$ cat config.mk
export PLATFORM = sky130hd
export DESIGN_NAME = sieve_ctrl
export DESIGN_NICKNAME = d
export VERILOG_FILES = /design/src/design/sieve_pkg.sv /design/src/design/sieve_ctrl.sv
export SDC_FILE = /design/constraint.sdc
export NUM_CORES = 1
export LEC_CHECK = 0
export ABC_AREA = 1
export BUFFER_PORTS_ARGS = -buffer_cell sky130_fd_sc_hd__buf_2
export CAP_MARGIN = 40
export CORE_AREA = 2 2 39 41
export DETAILED_ROUTE_END_ITERATION = 6
export DIE_AREA = 0 0 41 43
export PLACE_DENSITY = 0.45
export SYNTH_ARGS = -nofsm -noshare
export SYNTH_HDL_FRONTEND = slang
export SYNTH_SLANG_ARGS = --single-unit
$ cat constraint.sdc
create_clock -name clk -period 1.3 [get_ports clk]
set_input_delay 0.065 -clock clk [delete_from_list [all_inputs] [get_ports clk]]
set_output_delay 0.065 -clock clk [all_outputs]
set_load 0.03 [all_outputs]
$ cat src/design/sieve_pkg.sv
// ----------------------------------------------------------------------------
// sieve_pkg
// Shared types and constants for the prime sieve table engine.
// ----------------------------------------------------------------------------
package sieve_pkg;

    localparam int MAX_NUMBER = 65536;
    localparam int NUM_W      = 16;
    localparam int LIM_W      = 17;
    localparam int BASE_W     = 9;

    typedef enum logic
    {
        CMD_BUILD = 1'b0,
        CMD_QUERY = 1'b1
    } cmd_t;

    typedef enum logic [1:0]
    {
        ST_OK        = 2'd0,
        ST_RANGE     = 2'd1,
        ST_NOT_BUILT = 2'd2
    } status_t;

    typedef struct packed
    {
        cmd_t             cmd;
        logic [NUM_W-1:0] number;
    } item_t;

    typedef struct packed
    {
        logic    is_prime;
        status_t status;
    } result_t;

    typedef enum logic [2:0]
    {
        OP_NONE,
        OP_FILL_INIT,
        OP_FILL,
        OP_BASE_RD,
        OP_BASE_NEXT,
        OP_CROSS_INIT,
        OP_CROSS,
        OP_QUERY
    } dp_op_t;

    typedef struct packed
    {
        dp_op_t op;
        logic   table_ready;
    } dp_cmd_t;

    typedef struct packed
    {
        logic fill_last;
        logic sq_ge_lim;
        logic base_prime;
        logic m_ge_lim;
    } dp_stat_t;

endpackage

$ cat src/design/sieve_ctrl.sv
// ----------------------------------------------------------------------------
// sieve_ctrl
// Controller: sequences the table fill and the crossing-out passes, and
// tracks whether a table has been built.
// ----------------------------------------------------------------------------
module sieve_ctrl (
    input  logic                 clk,
    input  logic                 rst_n,
    input  logic                 start,
    input  sieve_pkg::cmd_t      item_cmd,
    input  sieve_pkg::dp_stat_t  stat,
    output sieve_pkg::dp_cmd_t   cmd,
    output logic                 busy,
    output logic                 build_done
);
    import sieve_pkg::*;

    typedef enum logic [2:0]
    {
        S_IDLE,
        S_FILL,
        S_BASE_TEST,
        S_BASE_CHK,
        S_CROSS
    } state_t;

    state_t state_reg, state_next;
    logic   ready_reg, ready_next;
    logic   build_done_reg, build_done_next;
    dp_op_t op;

    always_comb
    begin
        state_next      = state_reg;
        ready_next      = ready_reg;
        build_done_next = 1'b0;
        op              = OP_NONE;
        case (state_reg)
            S_IDLE:
            begin
                if (start)
                begin
                    if (item_cmd == CMD_BUILD)
                    begin
                        op         = OP_FILL_INIT;
                        state_next = S_FILL;
                    end
                    else
                    begin
                        op = OP_QUERY;
                    end
                end
            end
            S_FILL:
            begin
                op = OP_FILL;
                if (stat.fill_last)
                begin
                    state_next = S_BASE_TEST;
                end
            end
            S_BASE_TEST:
            begin
                if (stat.sq_ge_lim)
                begin
                    ready_next      = 1'b1;
                    build_done_next = 1'b1;
                    state_next      = S_IDLE;
                end
                else
                begin
                    op         = OP_BASE_RD;
                    state_next = S_BASE_CHK;
                end
            end
            S_BASE_CHK:
            begin
                // flag of the base is on the ram output now
                if (stat.base_prime)
                begin
                    op         = OP_CROSS_INIT;
                    state_next = S_CROSS;
                end
                else
                begin
                    op         = OP_BASE_NEXT;
                    state_next = S_BASE_TEST;
                end
            end
            S_CROSS:
            begin
                if (stat.m_ge_lim)
                begin
                    op         = OP_BASE_NEXT;
                    state_next = S_BASE_TEST;
                end
                else
                begin
                    op = OP_CROSS;
                end
            end
            default:
            begin
                state_next = S_IDLE;
            end
        endcase
    end

    always_ff @(posedge clk or negedge rst_n)
    begin
        if (!rst_n)
        begin
            state_reg      <= S_IDLE;
            ready_reg      <= 1'b0;
            build_done_reg <= 1'b0;
        end
        else
        begin
            state_reg      <= state_next;
            ready_reg      <= ready_next;
            build_done_reg <= build_done_next;
        end
    end

    assign cmd.op          = op;
    assign cmd.table_ready = ready_reg;
    assign busy            = (state_reg != S_IDLE);
    assign build_done      = build_done_reg;

endmodule

==> flow_metrics.env, run 1 <==
export IMPL_status="complete, but fails checks"
export IMPL_violations="setup timing"
export IMPL_seq_area_sq_um=129
export IMPL_holdCritPathClass="primary input to flop"
export IMPL_min_path_cells=3
export IMPL_synth_seq_cells=5
export IMPL_hold_ws_ps=78.9
export IMPL_min_to="build_done"
export IMPL_grt_pass1_vias=313
export IMPL_grt_overflow=0
export IMPL_ys_types=16
export IMPL_synth_area_sq_um=328
export IMPL_drive_gt1_frac=0.471
export IMPL_layout_common_cells="nand2_1, buf_2, inv_1, nor2_1"
export IMPL_fin_area_sq_um=526
export IMPL_p_per_area_nw_per_um2=2490
export IMPL_synth_top_area_share=0.382
export IMPL_wl_per_cell_um=9.95
export IMPL_hp_start="stat[2]"
export IMPL_setup_viol_count_final=3
export IMPL_grt_pass1_wl_mm=1.26
export IMPL_max_freq_mhz=727
export IMPL_critPathRequiredTime_ps=1240
export IMPL_tightest_slew_ps=190
export IMPL_slew_headroom=0.873
export IMPL_via_per_inst=4.37
export IMPL_drtPass1Iterations=4
export IMPL_path_class="flop to output pin"
export IMPL_htree_levels=1
export IMPL_reg2regPathDepth=5
export IMPL_synth_largest_area_cell="dfrtp_1"
export IMPL_clock_latency_ps=240
export IMPL_port_buffer_count=13
export IMPL_yosysWarningCount=0
export IMPL_synth_nets=55
export IMPL_clock_sinks=5
export IMPL_r2r_end="state_reg[0]"
export IMPL_irDropWorstVdd_v=0.000890
export IMPL_period_minus_slack_ps=1380
export IMPL_final_core_util=0.380
export IMPL_postSynthAreaPerCell_sq_um=6.97
export IMPL_rsz0062_at_grt="yes"
export IMPL_wl_um=836
export IMPL_slew_violations=0
export IMPL_rr_startpoint="state_reg[0]"
export IMPL_remaining_drc_errors=0
export IMPL_synth_area_leaders="dfrtp_1, nand2_1, nand3_1"
export IMPL_worstPathMaxFanout=6
export IMPL_core_area_sq_um=1380
export IMPL_setup_tns_ps=-185
export IMPL_ant_nets=0
export IMPL_startpoint_type="flop"
export IMPL_numCtsBuffers=3
export IMPL_critPathCaptureType="output pin"
export IMPL_hold_violations=0
export IMPL_multi_input_area_sq_um=184
export IMPL_syn_to_final_growth_pct=60.3
export IMPL_track_usage=0.111
export IMPL_rrSetupSlack_ps=170
export IMPL_finClkSkew_ps=2.26
export IMPL_vias=367
export IMPL_die_h_um=43
export IMPL_postSynthCellCount=47
export IMPL_gp_congestion=0.733
export IMPL_drtIter0Drc=7
export IMPL_p_leak_uw=0.000276
export IMPL_nFillCells=146
export IMPL_dieWidth_um=41
export IMPL_cts_tree="done"
export IMPL_place_ws_ps=66.5
export IMPL_antenna_found_initial=0
export IMPL_dieArea_sq_um=1760
export IMPL_initial_core_util=0.237
export IMPL_diodes=0
export IMPL_maxCapViolCount=0
export IMPL_layout_nets=77
export IMPL_ys_seq_area_frac=0.382
export IMPL_clockBufferDepth=2
export IMPL_cts_root_buf="clkbuf_4"
export IMPL_core_rowCount=14
export IMPL_critical_path_arrival_ps=1310
export IMPL_placed_cell_area_sq_um=417
export IMPL_hpwl_um=606
export IMPL_fin_ws_ps=-76.3
export IMPL_grt_max_degree=8
export IMPL_path_clk_slew_ps=50
export IMPL_ios=14
export IMPL_largest_register_ffs=3
export IMPL_period_share=1.06
[cell families after synthesis]
kind of cell / count (synthesis) / synth area share
buf+inv: 10 / 0.126
flops: 5 / 0.382
compound gates: 3 / 0.0611
simple gates: 29 / 0.431
[worst max path at each step]
stage                       startpoint  endpoint  slack, ps  cells after the start
after CTS                 state_reg[2]    cmd[3]       -140                      4
after detailed placement  state_reg[0]    cmd[3]         70                      4
after global routing      state_reg[0]    cmd[3]       -170                      4
after global placement    state_reg[0]    cmd[3]         90                      4
final                     state_reg[0]    cmd[3]        -80                      4
after floorplan           state_reg[0]    cmd[3]        120                      3
[metrics by stage]
| step | cells | total power, uW |
|---|---|---|
| 6_report | 84 | 1310 |
| 5_1_grt | 84 | 1400 |
| 4_1_cts | 82 | 1270 |
| 3_5_place_dp | 76 | 920 |
| 3_3_place_gp | 76 | 925 |
| 2_1_floorplan | 47 | 743 |
[worst max-delay path, cell delays in order, from the launching register on]
cell	delay, ps
dfrtp_2	450
nor3_4	210
nand3_2	110
a21oi_2	150
buf_6	140
[synthesized netlist by cell type (all sizes together)]
library cell / number
or2: 1
o211ai: 1
o21bai: 1
buf: 1
nand4: 3
nand3: 6
inv: 7
clkinv: 2
a21oi: 1
nand3b: 1
dfrtp: 5
nor2: 7
nor3: 1
nand2: 10
[routing by layer]
| layer | routed length (um) | track usage | up-vias | share of wire |
|---|---|---|---|---|
| met5 | 0 | 0 | - | 0 |
| met4 | 0 | 0.0400 | 0 | 0 |
| met3 | 43 | 0.0628 | 0 | 0.051 |
| met2 | 408 | 0.166 | 12 | 0.49 |
| met1 | 383 | 0.126 | 164 | 0.46 |
| li1 | - | - | 191 | - |
[area by class of cell]
| class | instances | share of cell area |
|---|---|---|
| flip-flops and latches | 5 | 0.245 |
| repair buffers | 18 | 0.248 |
| inverters | 9 | 0.0690 |
| clock buffers | 4 | 0.0500 |
| multi-input cells | 32 | 0.350 |
| well taps | 16 | 0.0381 |
[power breakdown]
part	switching [uW]	total, uW	internal, uW
Clock	67.6	184	116
Sequential	81.6	292	210
Combinational	466	834	368
[repair_timing]
| item | in CTS | in global routing |
|---|---|---|
| setup buffers | 1 | 2 |
| gates cloned | 0 | 0 |
| endpoints found under the hold margin | 5 | 0 |
| hold buffers | 1 | 0 |
| resized for setup | 12 | 5 |
| pin swaps | 1 | 5 |
| endpoints found under the setup margin | 3 | 4 |
No activity file was read; power rests on OpenSTA's default activity.
==> run 2, diff against run 1 <==
ABC_AREA = unset   (was 1)
==> run 2 against run 1 <==
Net effect: the run still ends with setup timing left; via count down 4.9%; clock skew up 1.5 ps; critical path depth unchanged; final area up 3.8%; maximum frequency down 4.2%; non-clock buffer count up 4; sequential power down 9.2%; largest power group unchanged; highest routed layer is now met4.
==> flow_metrics.env, run 2 <==
export IMPL_slew_headroom=0.841
export IMPL_diodes=0
export IMPL_fin_ws_ps=-137
export IMPL_hold_ws_ps=124
export IMPL_setup_viol_count_final=3
export IMPL_hold_violations=0
export IMPL_cts_root_buf="clkbuf_4"
export IMPL_period_minus_slack_ps=1440
export IMPL_synth_edf_count=0
export IMPL_critical_path_arrival_ps=1370
export IMPL_slowest_stage="dfrtp_1"
export IMPL_path_clk_slew_ps=50
export IMPL_finClkSkew_ps=3.73
export IMPL_yosysWarningCount=0
export IMPL_p_per_area_nw_per_um2=2440
export IMPL_remaining_drc_errors=0
export IMPL_drive_gt1_frac=0.627
export IMPL_drtIter0Drc=2
export IMPL_cts_tree="done"
export IMPL_gp_congestion=0.825
export IMPL_port_buffer_count=13
export IMPL_path_class="flop to output pin"
export IMPL_dpl_cell_count=66
export IMPL_synth_seq_cells=5
export IMPL_rsz0062_at_grt="yes"
export IMPL_grt_pass1_wl_mm=1.36
export IMPL_synth_area_leaders="dfrtp_1, a21oi_1, o311ai_1"
export IMPL_layout_common_cells="buf_2, buf_4, dfrtp_1, buf_6"
export IMPL_core_rowCount=14
export IMPL_ys_types=23
export IMPL_path_cells="nand2b_4 -> or3_4 -> o311ai_2 -> buf_4"
export IMPL_grt_overflow=0
export IMPL_ios=14
export IMPL_synth_largest_area_cell="dfrtp_1"
export IMPL_async_reset_ff_frac=1.00
export IMPL_dieWidth_um=41
export IMPL_via_per_inst=4.65
export IMPL_grt_pass1_vias=315
export IMPL_wl_per_cell_um=11.3
export IMPL_synth_common_cells="dfrtp_1, a21oi_1, nor2_1"
export IMPL_irDropWorstVdd_v=0.000989
export IMPL_dieArea_sq_um=1760
export IMPL_wl_um=848
export IMPL_layout_nets=68
export IMPL_core_area_sq_um=1380
export IMPL_maxCapViolCount=0
export IMPL_holdCritPathClass="primary input to flop"
export IMPL_synth_most_common_cell="dfrtp_1"
export IMPL_p_leak_uw=0.000246
export IMPL_synth_main_ff_cell="dfrtp_1"
export IMPL_critPathRequiredTime_ps=1240
export IMPL_initial_core_util=0.234
export IMPL_status="complete, but fails checks"
export IMPL_synth_top_area_share=0.386
export IMPL_largest_register_ffs=3
export IMPL_synth_area_sq_um=324
export IMPL_antenna_found_initial=0
export IMPL_postSynthCellCount=36
export IMPL_ant_nets=0
export IMPL_critPathCaptureType="output pin"
export IMPL_period_share=1.11
export IMPL_ys_seq_area_frac=0.386
export IMPL_grt_max_degree=9
export IMPL_clock_latency_ps=250
export IMPL_worstPathMaxFanout=2
export IMPL_startpoint_type="flop"
export IMPL_tightest_slew_ps=235
export IMPL_postSynthAreaPerCell_sq_um=9.00
export IMPL_syn_to_final_growth_pct=68.3
export IMPL_numCtsBuffers=3
export IMPL_slew_violations=0
export IMPL_vias=349
export IMPL_violations="setup timing"
export IMPL_total_power_uw=1330
export IMPL_max_freq_mhz=696
export IMPL_clockBufferDepth=2
export IMPL_clock_sinks=5
export IMPL_htree_levels=1
export IMPL_die_h_um=43
export IMPL_synth_nets=44
export IMPL_fin_cells=75
export IMPL_final_common_cell="buf_2"
export IMPL_track_usage=0.119
export IMPL_drtPass1Iterations=3
export IMPL_critPathMaxStageDelay_ps=370
export IMPL_hpwl_um=604
-- run 2: cell types whose count changed after synthesis, sizes merged, moves of 3 or more --
| cell | delta |
|---|---|
| a21oi | +3 |
| inv | -5 |
| nand2 | -8 |
| nand3 | -5 |
| nor2 | -4 |
-- run 2: final cells by class --
class | instances | area [sq um]
Sequential cell | 5 | 126
Multi-Input combinational cell | 26 | 205
Fill cell | 136 | 838
Tap cell | 16 | 20.0
Clock buffer | 4 | 26.3
Inverter | 2 | 7.51
Timing Repair Buffer | 22 | 160
-- run 2: routing by layer --
layer | GRT usage | up-vias | part of all wire
met3 | 0.0157 | 2 | 0.044
met5 | 0 | - | 0
met2 | 0.172 | 12 | 0.50
met1 | 0.147 | 159 | 0.42
met4 | 0.100 | 0 | 0.025
li1 | - | 176 | -
-- run 2: final timing paths --
kind | endpoint | startpoint | depth (start not counted) | slack, ps
setup / recovery | cmd[2] | state_reg[2] | 4 | -140
hold / removal | state_reg[0] | stat[3] | 4 | 120
setup reg to reg | state_reg[0] | state_reg[1] | 4 | 170
hold reg to reg | ready_reg | ready_reg | 1 | 450
max in group asynchronous | state_reg[1] | rst_n | 2 | 990
min in group asynchronous | build_done | rst_n | 2 | 160
-- run 2: timing repair --
item	in CTS	in global routing
hold endpoints to repair	5	0
resized for setup	12	4
hold buffers	1	0
setup buffers	2	2
endpoints found under the setup margin	4	4
pin swaps	0	1
-- run 2: critical path, delay by kind of cell (launching register included) --
family / cells / cell delay, ps
AND/OR/NAND/NOR: 2 / 480
flip-flops: 1 / 370
buffers and inverters: 1 / 200
AO/OA/AOI/OAI: 1 / 70
-- run 2: report_power, final --
| part | internal, uW | switching, uW |
|---|---|---|
| Combinational | 427 | 459 |
| Clock | 116 | 66.7 |
| Sequential | 210 | 55.5 |
-- run 2: per-stage QoR --
stage          setup WS (ps)   util  area (sq um)  setup TNS [ps]
2_1_floorplan           72.5      -           339               0
3_3_place_gp            65.1  0.311           430               0
3_5_place_dp            52.2  0.311           430               0
4_1_cts                 -136  0.373           515            -321
5_1_grt                 -177  0.394           546            -522
6_report                -137  0.394           546            -306
-- run 2: kinds of logic after synthesis --
kind of cell	share of synthesized area
buffers and inverters	0.0965
flip-flops	0.386
AND/OR/NAND/NOR	0.340
AO/OA/AOI/OAI	0.178
==> run 3, diff against run 2 <==
CELL_PAD_IN_SITES_DETAIL_PLACEMENT = 1   (was unset)
CELL_PAD_IN_SITES_GLOBAL_PLACEMENT = 2   (was unset)
CORE_AREA = unset   (was 2 2 39 41)
CORE_UTILIZATION = 23   (was unset)
DIE_AREA = unset   (was 0 0 41 43)
PLACE_DENSITY = 0.68   (was 0.45)
==> run 3 against run 2 <==
Net effect: the run still ends with setup timing left; critical path depth unchanged; maximum frequency increased by 0.23%; sequential cell count unchanged; non-clock buffer count increased by 1; combinational power increased by 12%; routed wire length increased by 27%; via count increased by 1.7%; sequential share of layout area decreased by 1.5 points; worst setup slack improved by 3.3 ps; largest cell class unchanged.
==> flow_metrics.env, run 3 (synthesis gave the netlist of run 2 again) <==
export IMPL_grt_pass1_wl_mm=1.72
export IMPL_max_freq_mhz=698
export IMPL_path_clk_slew_ps=40
export IMPL_period_share=1.10
export IMPL_gp_congestion=0.828
export IMPL_wl_per_cell_um=14.3
export IMPL_nFillCells=154
export IMPL_status="complete, but fails checks"
export IMPL_clockBufferDepth=2
export IMPL_antenna_found_initial=0
export IMPL_layout_common_cells="buf_2, buf_4, buf_6, dfrtp_1"
export IMPL_setup_tns_ps=-359
export IMPL_grt_pass1_vias=374
export IMPL_hold_violations=0
export IMPL_numCtsBuffers=3
export IMPL_cts_root_buf="clkbuf_4"
export IMPL_worstPathMaxFanout=2
export IMPL_fin_cells=75
export IMPL_maxCapViolCount=0
export IMPL_port_buffer_count=13
export IMPL_via_per_inst=4.73
export IMPL_tightest_slew_ps=272
export IMPL_grt_overflow=0
export IMPL_ios=14
export IMPL_final_common_cell="buf_2"
export IMPL_vias=355
export IMPL_place_ws_ps=40.3
export IMPL_slew_violations=0
export IMPL_dieArea_sq_um=1560
export IMPL_htree_levels=1
export IMPL_remaining_drc_errors=0
export IMPL_die_h_um=39.5
export IMPL_finClkSkew_ps=7.05
export IMPL_ant_nets=0
export IMPL_dieWidth_um=39.5
export IMPL_fin_ws_ps=-134
export IMPL_wl_mm=1.08
export IMPL_cts_tree="done"
export IMPL_drive_gt1_frac=0.683
export IMPL_setup_viol_count_final=4
export IMPL_diodes=0
export IMPL_largest_register_ffs=3
export IMPL_rsz0062_at_grt="yes"
export IMPL_slew_headroom=0.816
export IMPL_grt_max_degree=9
export IMPL_placed_cell_area_sq_um=444
export IMPL_critical_path_arrival_ps=1370
export IMPL_path_class="flop to output pin"
export IMPL_layout_nets=69
export IMPL_irDropWorstVdd_v=0.000807
export IMPL_core_area_sq_um=1300
export IMPL_violations="setup timing"
export IMPL_initial_core_util=0.249
export IMPL_holdCritPathClass="primary input to flop"
export IMPL_p_leak_uw=0.000259
export IMPL_dpl_cell_count=67
export IMPL_core_rowCount=13
export IMPL_critPathRequiredTime_ps=1240
export IMPL_final_core_util=0.448
export IMPL_track_usage=0.172
export IMPL_critPathCaptureType="output pin"
export IMPL_clock_sinks=5
export IMPL_startpoint_type="flop"
export IMPL_fin_area_sq_um=583
export IMPL_drtIter0Drc=2
export IMPL_period_minus_slack_ps=1430
export IMPL_hpwl_um=821
export IMPL_drtPass1Iterations=2
export IMPL_clock_latency_ps=250
export IMPL_p_per_area_nw_per_um2=2480
export IMPL_syn_to_final_growth_pct=79.9
## run 3: power by group
part / leakage (uW) / switching [uW] / internal [uW] / total (uW)
Combinational: 0.000183 / 518 / 471 / 989
Clock: 0.0000150 / 72.7 / 117 / 189
Sequential: 0.0000607 / 58.0 / 210 / 268
## run 3: final timing paths
| path | startpoint | to | slack, ps | cells past startpoint |
|---|---|---|---|---|
| max in group asynchronous | rst_n | state_reg[1] | 990 | 2 |
| min reg2reg | ready_reg | ready_reg | 450 | 1 |
| max | state_reg[2] | cmd[2] | -130 | 4 |
| min | stat[2] | build_done | 130 | 2 |
| min in group asynchronous | rst_n | state_reg[0] | 160 | 2 |
| max reg2reg | state_reg[1] | state_reg[0] | 10 | 5 |
## run 3: repair_timing
action                                 CTS  global route
gates cloned                             0             0
setup endpoints to repair                4             5
buffers inserted                         1             2
pin swaps                                1             0
hold buffers                             1             0
resized for setup                        8            14
endpoints found under the hold margin    5             0
## run 3: critical path, stage by stage (launching register included)
cell,delay [ps]
dfrtp_1,390
nand2b_4,150
or3_4,350
o311ai_4,70
buf_6,170
## run 3: stage by stage
step	hold WS, ps	power [uW]
final	125	1450
after global placement	-115	988
after detailed placement	-109	1010
after CTS	117	1290
after global routing	128	1550
after floorplan	-231	767
## run 3: final cells by class
cell class | count | area [sq um] | share of cell area
inverters | 2 | 10.0 | 0.0172
multi-input cells | 26 | 230 | 0.395
well taps | 15 | 18.8 | 0.0322
flip-flops and latches | 5 | 126 | 0.217
clock buffers | 4 | 26.3 | 0.0451
repair buffers | 23 | 171 | 0.294
## run 3: metal layers
metal | track usage | vias to the layer above | share of wire
met3 | 0.0170 | 0 | 0.024
li1 | - | 177 | -
met5 | 0 | - | 0
met1 | 0.198 | 171 | 0.43
met4 | 0.129 | 0 | 0
met2 | 0.287 | 7 | 0.55
